$ cat config.mk
export PLATFORM = sky130hd
export DESIGN_NAME = ppm_frame_decoder
export DESIGN_NICKNAME = d
export VERILOG_FILES = /design/src/sv/ppm_pkg.sv /design/src/sv/ppm_chan_store.sv /design/src/sv/ppm_frame_decoder.sv
export VERILOG_INCLUDE_DIRS = /design/src /design/src/sv
export SDC_FILE = /design/constraint.sdc
export NUM_CORES = 1
export LEC_CHECK = 0
export BUFFER_PORTS_ARGS = -buffer_cell sky130_fd_sc_hd__buf_2
export CAP_MARGIN = 20
export CORE_ASPECT_RATIO = 2
export CORE_UTILIZATION = 55
export DETAILED_ROUTE_END_ITERATION = 16
export HOLD_SLACK_MARGIN = 0.12
export PLACE_DENSITY = 0.73
export REMOVE_ABC_BUFFERS = 1
export SETUP_SLACK_MARGIN = 0.3
export SYNTH_ARGS = -nofsm -noshare
export SYNTH_HDL_FRONTEND = slang
export SYNTH_SLANG_ARGS = --single-unit
$ cat constraint.sdc
create_clock -name clk -period 10.14 [get_ports clk]
set_input_delay 0.507 -clock clk [delete_from_list [all_inputs] [get_ports clk]]
set_output_delay 0.507 -clock clk [all_outputs]
set_load 0.005 [all_outputs]
$ cat src/sv/assert_macros.svh
// Assertion macros shared by the RTL of the PPM frame decoder.
// No dependencies; included by the files that carry concurrent checks.
`ifndef ASSERT_MACROS_SVH
`define ASSERT_MACROS_SVH

// Check a property on every rising edge outside reset.
`define ASSERT_CLK(lbl, clk, rst, prop, msg) \
  lbl: assert property (@(posedge clk) disable iff (rst) (prop)) \
    else $error(msg);

// Check that a condition leads to a consequence in the next cycle.
`define ASSERT_NEXT(lbl, clk, rst, ante, cons, msg) \
  lbl: assert property (@(posedge clk) disable iff (rst) (ante) |=> (cons)) \
    else $error(msg);

`endif

$ cat src/sv/ppm_pkg.sv
// Package for the PPM frame decoder: item kinds, register indexes, reset values.
// No dependencies; imported by ppm_chan_store, ppm_frame_decoder and the bench modules.
package ppm_pkg;

  // Item kinds carried in the input beat's tuser
  typedef enum logic [1:0] {
    ACT_CAPTURE = 2'd0,
    ACT_TICK    = 2'd1,
    ACT_READ    = 2'd2
  } action_t;

  // Configuration register indexes
  typedef enum logic [2:0] {
    REG_DECODER_ON = 3'd0,
    REG_MIN_PULSE  = 3'd1,
    REG_MAX_PULSE  = 3'd2,
    REG_SYNC_THR   = 3'd3,
    REG_TIMEOUT    = 3'd4
  } cfg_reg_t;

  // Field widths
  localparam int unsigned TIME_W  = 32;
  localparam int unsigned WIDTH_W = 16;
  localparam int unsigned IDX_W   = 4;
  localparam int unsigned COUNT_W = 4;
  localparam int unsigned CFG_W   = 16;

  // Reset values
  localparam logic [WIDTH_W-1:0] CENTER_US       = 16'd1500;
  localparam logic [CFG_W-1:0]   RST_MIN_PULSE   = 16'd800;
  localparam logic [CFG_W-1:0]   RST_MAX_PULSE   = 16'd2200;
  localparam logic [CFG_W-1:0]   RST_SYNC_THR    = 16'd3000;
  localparam logic [CFG_W-1:0]   RST_TIMEOUT     = 16'd100;

endpackage

$ cat src/sv/ppm_chan_store.sv
// Channel width store: one-port-write, one-port-read memory with registered read.
// Depends on ppm_pkg; per-entry valid bits make unwritten entries read as centre.
module ppm_chan_store
  import ppm_pkg::*;
#(
  parameter int unsigned DEPTH = 8,
  parameter int unsigned AW    = 3
) (
  input  logic               clk,
  input  logic               rst,
  input  logic               wr_en,
  input  logic [AW-1:0]      wr_addr,
  input  logic [WIDTH_W-1:0] wr_data,
  input  logic               rd_en,
  input  logic [AW-1:0]      rd_addr,
  output logic [WIDTH_W-1:0] rd_data
);

  logic [WIDTH_W-1:0] mem [DEPTH];
  logic [DEPTH-1:0]   vld;
  logic [WIDTH_W-1:0] rd_word;
  logic               rd_vld;

  // Write and read the array; read data held until the next read
  always_ff @(posedge clk) begin
    if (wr_en) begin
      mem[wr_addr] <= wr_data;
    end
    if (rd_en) begin
      rd_word <= mem[rd_addr];
    end
  end

  // Mark entries written since reset
  always_ff @(posedge clk) begin
    if (rst) begin
      vld    <= '0;
      rd_vld <= 1'b0;
    end else begin
      if (wr_en) begin
        vld[wr_addr] <= 1'b1;
      end
      if (rd_en) begin
        rd_vld <= vld[rd_addr];
      end
    end
  end

  // Unwritten entries read as the stick centre
  assign rd_data = rd_vld ? rd_word : CENTER_US;

endmodule

$ cat src/sv/ppm_frame_decoder.sv
// PPM frame decoder top level: capture widths, frame tracking, channel reads.
// Depends on ppm_pkg, ppm_chan_store and assert_macros.svh.
// Path: an accepted item goes to stage one, then to the output register on m_tdata.
// Throughput: one item per cycle while m_tready is high; one store access per cycle.
// Reset (rst, synchronous): registers to defaults, store valid bits cleared at once,
// so the channel store needs no clearing pass and items are taken right after reset.
`include "assert_macros.svh"

module ppm_frame_decoder
  import ppm_pkg::*;
#(
  parameter int unsigned MAX_CHANNELS = 8
) (
  input  logic        clk,
  input  logic        rst,
  // input beat
  input  logic        s_tvalid,
  output logic        s_tready,
  input  logic [39:0] s_tdata,   // [31:0] capture_time, [35:32] channel_index, rest zero
  input  logic [1:0]  s_tuser,   // [1:0] action
  // result beat
  output logic        m_tvalid,
  input  logic        m_tready,
  output logic [87:0] m_tdata,   // [15:0] channel_value, [16] signal_ok,
                                 // [20:17] channel_count, [52:21] capture_count,
                                 // [84:53] ms_since_frame, rest zero
  output logic        m_tlast,   // frame_complete
  // configuration writes
  input  logic        cfg_valid,
  output logic        cfg_ready,
  input  logic [2:0]  cfg_index,
  input  logic [15:0] cfg_data
);

  localparam int unsigned AW = (MAX_CHANNELS > 1) ? $clog2(MAX_CHANNELS) : 1;
  localparam int unsigned CW = $clog2(MAX_CHANNELS + 1);

  // Configuration registers
  logic               decoder_on;
  logic [CFG_W-1:0]   min_pulse;
  logic [CFG_W-1:0]   max_pulse;
  logic [CFG_W-1:0]   sync_thr;
  logic [CFG_W-1:0]   timeout;

  // Decoder state
  logic [CW-1:0]      next_channel;
  logic [CW-1:0]      frame_channels;
  logic [WIDTH_W-1:0] prev_capture;
  logic               frame_seen;
  logic [TIME_W-1:0]  capture_count;
  logic [TIME_W-1:0]  now_ms;
  logic [TIME_W-1:0]  last_frame_ms;

  // Pipeline registers
  logic               s1_valid;
  logic               s1_hit;
  logic               s1_closed;
  logic               out_valid;
  logic [WIDTH_W-1:0] out_value;
  logic               out_ok;
  logic [COUNT_W-1:0] out_count;
  logic               out_closed;
  logic [TIME_W-1:0]  out_captures;
  logic [TIME_W-1:0]  out_since;

  // Decode of the incoming beat
  action_t            action;
  logic [TIME_W-1:0]  capture_time;
  logic [IDX_W-1:0]   channel_index;
  logic               accept;
  logic               s1_adv;
  logic               take_cap;
  logic [WIDTH_W-1:0] pulse_w;
  logic               is_sync;
  logic               is_pulse;
  logic               room;
  logic               store_wr;
  logic               store_rd;
  logic [WIDTH_W-1:0] store_data;
  logic [TIME_W-1:0]  since;
  logic               ok_now;
  cfg_reg_t           cfg_reg;

  assign action        = action_t'(s_tuser);
  assign capture_time  = s_tdata[31:0];
  assign channel_index = s_tdata[35:32];
  assign cfg_reg       = cfg_reg_t'(cfg_index);

  // Handshakes: stage one moves on whenever the output register frees up; refuse beats in reset
  assign cfg_ready = !rst;
  assign s1_adv    = !out_valid || m_tready;
  assign s_tready  = !rst && (!s1_valid || s1_adv);
  assign accept    = s_tvalid && s_tready;

  // Width since the previous capture and its classification
  assign take_cap = accept && (action == ACT_CAPTURE) && decoder_on;
  assign pulse_w  = capture_time[WIDTH_W-1:0] - prev_capture;
  assign is_sync  = (pulse_w >= sync_thr);
  assign is_pulse = (pulse_w >= min_pulse) && (pulse_w <= max_pulse);
  assign room     = (next_channel < CW'(MAX_CHANNELS));
  assign store_wr = take_cap && !is_sync && is_pulse && room;
  assign store_rd = accept && (action == ACT_READ) &&
                    ({1'b0, channel_index} < (IDX_W + 1)'(MAX_CHANNELS));

  ppm_chan_store #(
    .DEPTH (MAX_CHANNELS),
    .AW    (AW)
  ) u_store (
    .clk     (clk),
    .rst     (rst),
    .wr_en   (store_wr),
    .wr_addr (next_channel[AW-1:0]),
    .wr_data (pulse_w),
    .rd_en   (store_rd),
    .rd_addr (channel_index[AW-1:0]),
    .rd_data (store_data)
  );

  // Status from the state left by the item in stage one
  assign since  = now_ms - last_frame_ms;
  assign ok_now = decoder_on && frame_seen && (since < {16'd0, timeout});

  // Configuration writes; disabling drops the valid frame
  always_ff @(posedge clk) begin
    if (rst) begin
      decoder_on <= 1'b1;
      min_pulse  <= RST_MIN_PULSE;
      max_pulse  <= RST_MAX_PULSE;
      sync_thr   <= RST_SYNC_THR;
      timeout    <= RST_TIMEOUT;
    end else if (cfg_valid && cfg_ready) begin
      case (cfg_reg)
        REG_DECODER_ON: decoder_on <= cfg_data[0];
        REG_MIN_PULSE:  min_pulse  <= cfg_data;
        REG_MAX_PULSE:  max_pulse  <= cfg_data;
        REG_SYNC_THR:   sync_thr   <= cfg_data;
        REG_TIMEOUT:    timeout    <= cfg_data;
        default: ;
      endcase
    end
  end

  // Frame tracking on captures, millisecond clock on ticks
  always_ff @(posedge clk) begin
    if (rst) begin
      next_channel   <= '0;
      frame_channels <= '0;
      prev_capture   <= '0;
      frame_seen     <= 1'b0;
      capture_count  <= '0;
      now_ms         <= '0;
      last_frame_ms  <= '0;
    end else begin
      if (cfg_valid && cfg_ready && (cfg_reg == REG_DECODER_ON) && !cfg_data[0]) begin
        frame_seen <= 1'b0;
      end
      if (take_cap) begin
        capture_count <= capture_count + 1'b1;
        prev_capture  <= capture_time[WIDTH_W-1:0];
        if (is_sync) begin
          if (next_channel != '0) begin
            frame_channels <= next_channel;
            last_frame_ms  <= now_ms;
            frame_seen     <= 1'b1;
          end
          next_channel <= '0;
        end else if (is_pulse) begin
          if (room) begin
            next_channel <= next_channel + 1'b1;
          end
        end else begin
          next_channel <= '0;
        end
      end
      if (accept && (action == ACT_TICK)) begin
        now_ms <= now_ms + 1'b1;
      end
    end
  end

  // Stage one: hold what the item itself decided
  always_ff @(posedge clk) begin
    if (rst) begin
      s1_valid <= 1'b0;
    end else if (accept) begin
      s1_valid <= 1'b1;
    end else if (s1_adv) begin
      s1_valid <= 1'b0;
    end
  end

  always_ff @(posedge clk) begin
    if (accept) begin
      s1_hit    <= store_rd;
      s1_closed <= take_cap && is_sync && (next_channel != '0);
    end
  end

  // Output register: load from stage one, drop once the beat is taken
  always_ff @(posedge clk) begin
    if (rst) begin
      out_valid <= 1'b0;
    end else if (s1_valid && s1_adv) begin
      out_valid <= 1'b1;
    end else if (m_tready) begin
      out_valid <= 1'b0;
    end
  end

  always_ff @(posedge clk) begin
    if (s1_valid && s1_adv) begin
      out_value    <= (s1_hit && frame_seen) ? store_data : '0;
      out_ok       <= ok_now;
      out_count    <= COUNT_W'(frame_channels);
      out_closed   <= s1_closed;
      out_captures <= capture_count;
      out_since    <= since;
    end
  end

  assign m_tvalid = out_valid;
  assign m_tlast  = out_closed;
  assign m_tdata  = {3'd0, out_since, out_captures, out_count, out_ok, out_value};

  // Checks
  `ASSERT_CLK(a_chan_bound, clk, rst, next_channel <= CW'(MAX_CHANNELS),
    "channel pointer beyond store depth")
  `ASSERT_CLK(a_seen_needs_on, clk, rst, !frame_seen || decoder_on,
    "valid frame held while decoder disabled")
  `ASSERT_CLK(a_closed_count, clk, rst,
    !(out_valid && out_closed) || (out_count != '0) || (MAX_CHANNELS == 16),
    "frame closed with no channels")
  `ASSERT_NEXT(a_rd_hold, clk, rst, s1_valid && !s1_adv, $stable(store_data),
    "store read data changed under a stalled stage")

endmodule

==> summary by stage, run 1 <==
Timing
The worst clock skew on the final layout is around 0.013 ns. Subtracting the final worst setup slack from the clock period gives around 6.5 ns. The worst slew margin relative to its limit is roughly a quarter. After routing, the total negative slack on setup checks comes to 0 ns. In the post-route analysis, the smallest setup slack over all paths is between 3 and 4 ns. The final-report max-slew violation count is 0. Setup repair after global routing left no endpoint under its margin. The total setup violations reported at the end of the flow is 0. The transition at the pin with the smallest max-transition slack is 1.14 ns.

The total count of hold-check failures in the final report is 0. The fmax is approximately 150 MHz. The final critical path takes up between 60% and 70% of the cycle.

Drt
After the first detailed-routing iteration, the DRC count stood at about 780. The wire length reported by the detailed router is between 40 and 50 mm. The count of vias placed by the detailed router is between 10,000 and 15,000. For this run, design rule violations remaining after detail routing come to 0. The detail route stage leaves a number of antenna-violating nets equal to 0. Dividing the detail-routed wire length by the instance count gives between 15 and 20 um. The per-cell via count in the routed design is between 5 and 6.

The number of iterations in the first detailed-routing pass is 7.

Worst setup path
The endpoint identified for the worst register-to-register timing path is u_store.mem[7][2]. The slowest cell on the critical path is nor2_2. The kind of capture point of the worst setup path is a flip-flop.

The most common cell type on the critical path is a21o_1. The worst register-to-register path begins at prev_capture[0]. The largest fanout on the critical path is 16. At the worst endpoint, the arrival time is ~6.7 ns.

The kind of cell with the highest combined delay along the critical path is compound AO/OA/AOI/OAI gates. The length in cells of the worst reg-to-reg path is 20. The category of the most critical setup path is flip-flop to flip-flop. The category of the worst setup path launch point is a flip-flop. Setup slack on the worst reg-to-reg path comes out at between 3 and 4 ns. The required time of the critical path is 10.29 ns.

On the worst path, the slowest cell contributes a delay of 0.98 ns. The worst path buffer plus inverter count is 1. The signal on the critical path passes through ha_1 -> inv_1 -> fa_1 -> a21o_1 -> a21oi_1 -> o21bai_1 -> a21o_1 -> a21oi_1 -> o21ai_0 -> nor2_1 -> xnor2_1 -> ha_1 -> a21o_1 -> a21o_1 -> a21o_1 -> a2111oi_0 -> o31ai_1 -> a21oi_2 -> nand4_1 -> nor2_2.

Finish
The post-synthesis to final-layout area growth is 11.5%. Leaving out fill and tap cells, the most frequent cell in the layout is edfxtp_1. The area of all placed cells without fillers is about 22,000 um^2. For this run, the post-layout net count is between 2,000 and 2,500.

The post-route netlist has 14.4% of its cells at a drive strength greater than 1. Leaving out fill and tap cells, the most frequent cells in the layout are edfxtp_1, nand2_1, dfxtp_1. The number of fill cells in the layout is about 2,900. The number of cells in the finished layout apart from fillers is roughly 2,500.

Yosys
Counting flops and latches in the post-synthesis netlist gives between 400 and 500. The compound-cell area share of the yosys netlist is between 10% and 20%. The total of warnings raised by yosys is 0.

The synthesized design contains ~230 enable-type register cells. The simple-gate area share of the yosys netlist is 13.3%. The dominant combinational cell family by area after synthesis is simple AND/OR/NAND/NOR gates. In the synthesized netlist, mux cells make up under 10% of the area. The count of different cell masters after synthesis is 76.

After Yosys synthesis, XOR and XNOR cells account for under 10% of the synthesized area. After synthesis, the share of flip-flops with an asynchronous set or reset is 0%. The most instantiated flip-flop cell in the synthesis netlist is edfxtp_1. The adder and majority gate portion of the synthesized area is under 10%. The part of the Yosys area used for sequential elements is between 50% and 60%.

The cell area after synthesis is 20,100 um^2. After technology mapping, the gate count stands at approximately 1,900. In this run the mean area of a mapped cell was 10.7 um^2.

Global route
The first global-routing pass estimated around 75 mm of wire. The total track usage is a little over a quarter. The initial antenna violation count is 1. After global routing the overflow that remains totals 0.

The via count of the first global-routing pass is roughly 15,000. Entering global routing, the biggest net connects between 60 and 70 pins.

Clocking
After clock tree synthesis, the clock-pin slew on the worst setup and hold paths is roughly 0.07 ns. Buffers inserted to repair hold after CTS numbered 0. Post-CTS repair changed the size of 0 cells. The clock net sink count is between 400 and 500.

At the later pin of the worst-skew pair, clock insertion delay measures approximately 0.54 ns. TritonCTS built the clock tree. The H-tree generated during clock tree synthesis spans 2 levels. The deepest clock path buffer count is 3.

The buffer type at the clock tree root is clkbuf_16. The number of buffers created by CTS is 37. The number of setup buffers added after CTS is 0.

Hold path
The worst hold path begins at s_tdata[0]. The path class of the tightest hold or removal check is primary input to flip-flop. The number of cells on the worst hold path is 3.

The sink of the worst hold path is prev_capture[0].

Job
The number of max-cap violations is 0.

Pwr
The leakage component of the power is 8.45 nW. In this run the power spent charging and discharging nets is 0.799 mW. In this run, flip-flops and latches consume approximately 53% of the power. Cell internal power was estimated by the tool at between 2 and 3 mW. The clock network power share is between 40% and 50%.

The maximum vdd drop is around 130 uV. The proportion of total power due to net switching is between 20% and 30%. The total power divided by cell area is about 160 nW/um^2. Per report_power, the combinational group accounts for approximately 7% of the total. The final total power is ~3.6 mW.

Place
The number of cells in the design after placement is approximately 2,400. The HPWL reported at the end of detailed placement is roughly 33 mm. Before CTS, the worst setup slack after placement is 3.35 ns. The placed instances occupy a cell area of 21,100 um^2. The count of buffers inserted at the top-level ports is 134. The congestion estimate from routability-driven global placement came to slightly above 0.9.

Run status
The flow ran to the end, and the final reports show no timing, DRC or antenna violations.

Floorplan
The area inside the core boundary is around 36,000 um^2. For this configuration, the core starts out at a cell density of between 50 and 60%. The number of standard-cell rows in the floorplan is 98. Measured along the x axis, the die boundary spans 137 um. The overall die height is around 270 um. The die outline area is about 37,000 um^2. For this design the top-level I/O count stands at roughly 160.
through the flow:
| step | hold slack (ns) | util, % |
|---|---|---|
| finish | 0.218 | 62.4 |
| global route | 0.216 | 62.4 |
| floorplan | 0.400 | - |
| global placement | 0.412 | 59.0 |
| detailed placement | 0.422 | 59.0 |
| CTS | 0.195 | 62.4 |
power groups by stage:
stage / sequential, mW / clock (mW) / combinational, mW
6_report: 1.87 / 1.43 / 0.254
3_5_place_dp: 1.91 / 0 / 0.250
5_1_grt: 1.87 / 1.51 / 0.278
2_1_floorplan: 1.91 / 0 / 0.139
4_1_cts: 1.87 / 1.45 / 0.253
3_3_place_gp: 1.91 / 0 / 0.241
cell type report:
type,count,area [um^2],share of cell area (%)
flip-flops and latches,429,10900,48.8
multi-input cells,1209,8310,37.2
clock buffers,55,1120,5.01
repair buffers,151,805,3.60
well taps,450,563,2.52
inverters,145,544,2.43
clock inverters,12,96.3,0.431
diodes,1,2.50,0.0112
synth_stat cells, types with 3 or more instances:
cell,count,share of area (%)
xor2_1,40,1.7
buf_4,4,0.15
or3_1,22,0.69
xnor2_1,44,1.9
nand3_1,77,1.9
a21oi_1,162,4.0
inv_1,144,2.7
a31oi_1,9,0.28
nor3_1,22,0.55
o31ai_1,18,0.67
nor2_1,100,1.9
o21bai_1,3,0.11
mux2_2,16,0.90
o21ai_0,81,2.0
edfxtp_1,232,35
nand2_1,205,3.8
and4_1,3,0.13
nand2b_1,14,0.44
nor4_1,6,0.19
and3_1,28,0.87
clkbuf_1,73,1.4
buf_1,6,0.11
a211oi_1,7,0.26
or2_2,6,0.19
nand4_1,22,0.69
o21a_1,9,0.34
dfxtp_1,197,20
ha_1,113,7.1
mux4_2,34,3.8
nor2b_1,14,0.44
o2111ai_1,5,0.22
o211ai_1,21,0.79
a211o_1,3,0.13
o2bb2ai_1,5,0.22
a21o_1,46,1.7
and2_1,22,0.69
registers in the layout (all words and copies together) (netlist names), 4 cells and up:
signal,flops
out_captures,32
sync_thr,16
frame_channels,4
capture_count,32
u_store.rd_word,16
u_store.vld,8
u_store.mem,128
out_value,16
prev_capture,16
timeout,16
out_since,32
min_pulse,16
last_frame_ms,32
now_ms,32
out_count,4
next_channel,4
max_pulse,16
metal layers:
layer / track usage, % / vias up / wire [um]
met5: 0 / - / 0
met4: 15.3 / 0 / 2690
met3: 2.64 / 145 / 1750
met2: 50.3 / 411 / 26500
met1: 26.5 / 6974 / 16700
li1: - / 6860 / -
worst min-delay path, delay by kind of cell:
| kind | cells | cell delay [ns] |
|---|---|---|
| buffers and inverters | 1 | 0.10 |
| and+or+nand+nor | 1 | 0.05 |
| AOI/OAI and AO/OA | 1 | 0.05 |
how the worst max path moves through the flow:
| stage | to | startpoint | slack (ns) | cells past startpoint |
|---|---|---|---|---|
| floorplan | u_store.mem[2][0] | s_tdata[0] | 3.82 | 21 |
| global placement | u_store.mem[5][2] | s_tdata[0] | 3.51 | 22 |
| detailed placement | u_store.mem[7][0] | s_tdata[0] | 3.35 | 22 |
| CTS | u_store.mem[7][2] | prev_capture[0] | 3.67 | 20 |
| global route | u_store.mem[7][2] | prev_capture[0] | 3.25 | 20 |
| finish | u_store.mem[7][2] | prev_capture[0] | 3.63 | 20 |
kinds of logic after synthesis:
family / Yosys count
DFF: 429
buffers and inverters: 230
and+or+nand+nor: 559
xor gates and xnor gates: 84
adders and majority gates: 115
other: 1
AOI/OAI and AO/OA: 397
muxes: 51
Note: power is estimated with default switching activity, not from simulation.
==> run 2, diff against run 1 <==
==> constraint.sdc (replaced) <==
create_clock -name clk -period 6 [get_ports clk]
set_input_delay 0.3 -clock clk [delete_from_list [all_inputs] [get_ports clk]]
set_output_delay 0.3 -clock clk [all_outputs]
set_load 0.005 [all_outputs]
==> run 2 against run 1 <==
  * Hold slack worse by 0.042 ns
  * Sequential power is 69% higher
  * Combinational power is 81% higher
  * Core utilization is 1.6 points higher
  * First-iteration DRC count is 12% higher
  * Design area is 2.6% higher
  * Largest power group unchanged
==> summary by stage, run 2 (synthesis results as in run 1) <==
Run status
Status: finished, final reports clean (unchanged).

Worst setup path
The category of the most critical setup path is primary input to flip-flop (was flip-flop to flip-flop). The worst endpoint data arrival time is 5.53 ns (was 6.66 ns). The slowest cell on the critical path is dlygate4sd3_1 (was nor2_2). Critical path cell sequence: dlygate4sd3_1 -> buf_2 -> inv_1 -> ha_1 -> inv_1 -> fa_1 -> a21o_1 -> a21oi_1 -> o21bai_1 -> a21o_1 -> a21oi_2 -> o211ai_1 -> a31o_2 -> a21oi_1 -> xnor2_1 -> ha_1 -> nand4_1 -> or2_2 -> o32a_1 -> a21oi_2 -> buf_4 -> nand4_1 -> nor2_1 -> buf_4 (was ha_1 -> inv_1 -> fa_1 -> a21o_1 -> a21oi_1 -> o21bai_1 -> a21o_1 -> a21oi_1 -> o21ai_0 -> nor2_1 -> xnor2_1 -> ha_1 -> a21o_1 -> a21o_1 -> a21o_1 -> a2111oi_0 -> o31ai_1 -> a21oi_2 -> nand4_1 -> nor2_2). The largest stage delay on the critical path is 0.53 ns (was 0.98 ns).

The category of the worst setup path launch point is a primary input (was flip-flop). The minimum setup slack among reg-to-reg paths is 0.76 ns (was 3.63 ns). The required time of the critical path is 6.23 ns (was 10.29 ns). The kind of capture point of the worst setup path was a flip-flop (unchanged). The largest fanout on the critical path is 16 (unchanged).

Timing
The worst clock skew on the final layout was 0.0160 ns (was 0.0128 ns). The fmax is between 150 and 200 MHz. The minimum setup slack in the final design is 0.695 ns (was 3.63 ns). Unrepaired setup endpoints after global routing: false (unchanged). The total count of hold-check failures in the final report is 0 (unchanged). The final critical path takes up about nine tenths of the cycle. The worst slew margin relative to its limit was 30.4% (was 23.6%). The final-report max-slew violation count is 0 (unchanged).

The total setup violations reported at the end of the flow is 0 (unchanged). The minimum hold slack is 0.176 ns (was 0.218 ns). The final setup TNS is 0 ns (unchanged). The transition at the pin with the smallest max-transition slack is 1.04 ns (was 1.14 ns). The smallest clock period supported by the final layout is computed as between 5 and 6 ns.

Global route
The initial antenna violation count is 0 (was 1). The via count of the first global-routing pass is 14,834 (was 14,695). The global routing usage on met2 is 49.9% (was 50.3%). The total track usage is 26.2% (about the same). The met1 usage in global routing is 26.6% (was 26.5%).

The met3 usage was 3.02% (was 2.64%). The most used routing layer is met2 (unchanged). The pin count of the biggest net entering global routing is 80 (was 66). The residual overflow from global routing is 0 (unchanged).

The global-route wire length before repair is 75.5 mm (was 74.8 mm).

Place
The pre-CTS setup slack is 0.177 ns (was 3.35 ns). The final estimated routing congestion in global placement was 0.978 (was 0.917). The count of buffers inserted at the top-level ports is 134 (unchanged).

The HPWL reported at the end of detailed placement is 33.9 mm (was 33.2 mm).

Drt
The wire length reported by the detailed router is 47.5 mm (was 47.6 mm). The iteration-0 DRC count of the detailed router is 875 (was 784). The number of remaining DRC errors is 0 (unchanged). The number of iterations in the first detailed-routing pass is 7 (unchanged). The per-cell via count in the routed design is 5.78 (was 5.87).

The count of vias placed by the detailed router is 14,437 (was 14,390). The count of antenna-violating nets left after detailed routing is 0 (unchanged). The average wire per cell in the routed design is 19.0 um (was 19.4 um).

Clocking
The number of buffers created by CTS was 38 (was 37). The latest clock arrival within the worst-skew pair is 0.54 ns (about the same). The register clock-pin slew on the reported worst setup and hold paths is 0.06 ns (was 0.07 ns). The TritonCTS clock tree is built (unchanged). The deepest clock path buffer count was 3 (unchanged). The H-tree level count was 2 (unchanged). The buffer type at the clock tree root is clkbuf_16 (unchanged). The clock net sink count was 429 (unchanged).

Finish
The number of fill cells in the layout is 2,771 (was 2,867). Commonest cells after routing, fill and taps aside: edfxtp_1, nand2_1, dfxtp_1 (unchanged). The flip-flop count of the largest register after layout was 128 (unchanged). The footprint of the multi-input gates came to 8330 um^2 (was 8310 um^2).

The area used by sequential logic in the layout was 10,900 um^2 (unchanged). The post-synthesis to final-layout area growth was 14.3% (was 11.5%). The fraction of final layout cells with drive strength greater than 1 was 14.9% (was 14.4%). The final core area utilization is 64.0% (was 62.4%). The register with the most flip-flops is u_store.mem (unchanged). The post-layout net count is 2,201 (was 2,154). The leading cell type in the layout, fill and taps excluded was edfxtp_1 (unchanged).

The number of antenna diodes is 0 (was 1).

Floorplan
The initial core utilization is 56.0% (unchanged). The I/O pin count is 158 (unchanged). The chip width is 137 um (unchanged). The area inside the core boundary is 35,800 um^2 (unchanged). The number of standard-cell rows in the floorplan is 98 (unchanged). The overall die height is 272 um (unchanged). The die outline area is 37,300 um^2 (unchanged).

Pwr
The leakage component of the power was 8.72 nW (was 8.45 nW). The final total power was 6.10 mW (was 3.55 mW). The total power divided by cell area is 266 nW/um^2 (was 159 nW/um^2). The maximum vdd drop is 242 uV (was 134 uV).

Job
The number of max-cap violations is 0 (unchanged).

Hold path
The class of the most critical hold timing path is primary input to flip-flop (unchanged).
[run 2: cell type report]
type                    count  area share, %
flip-flops and latches    429           47.6
clock buffers              50           4.75
clock inverters            19          0.769
repair buffers            197           5.74
inverters                 145           2.37
well taps                 450           2.46
multi-input cells        1209           36.3
[run 2: timing repair]
action	CTS	global route
hold buffers	34	0
setup endpoints to repair	81	136
resized for setup	2	7
endpoints found under the hold margin	82	0
pin swaps	0	2
setup buffers	0	3
[run 2: final timing paths]
path,from,to,cells after the start
min reg2reg,frame_channels[1],out_count[1],0
max,s_tdata[0],u_store.mem[0][0],24
min,rst,capture_count[7],2
max reg2reg,prev_capture[1],u_store.mem[0][0],22
[run 2: layer usage]
layer | share of wire (%) | vias up
met1 | 35 | 6951
met4 | 5.6 | 0
met5 | 0 | -
met3 | 3.7 | 150
li1 | - | 6954
met2 | 56 | 382
[run 2: worst max-delay path: cells and delay by family]
kind	cells	cell delay, ns
xor+xnor	1	0.14
fa+ha+maj	3	0.90
buf+inv	6	1.22
compound gates	10	2.05
simple gates	4	0.92
[run 2: where the power goes]
group	switching, mW	internal [mW]	total, mW	leakage (nW)
combinational	0.279	0.181	0.459	4.38
sequential	0.0127	3.15	3.16	3.72
clock	1.09	1.39	2.48	0.616
total	1.39	4.72	6.10	8.72
[run 2: through the flow]
step,instances,instance area [um^2]
3_5_place_dp,2393,21300
6_report,2499,22900
4_1_cts,2496,22900
2_1_floorplan,1783,19700
3_3_place_gp,2392,21200
5_1_grt,2499,22900
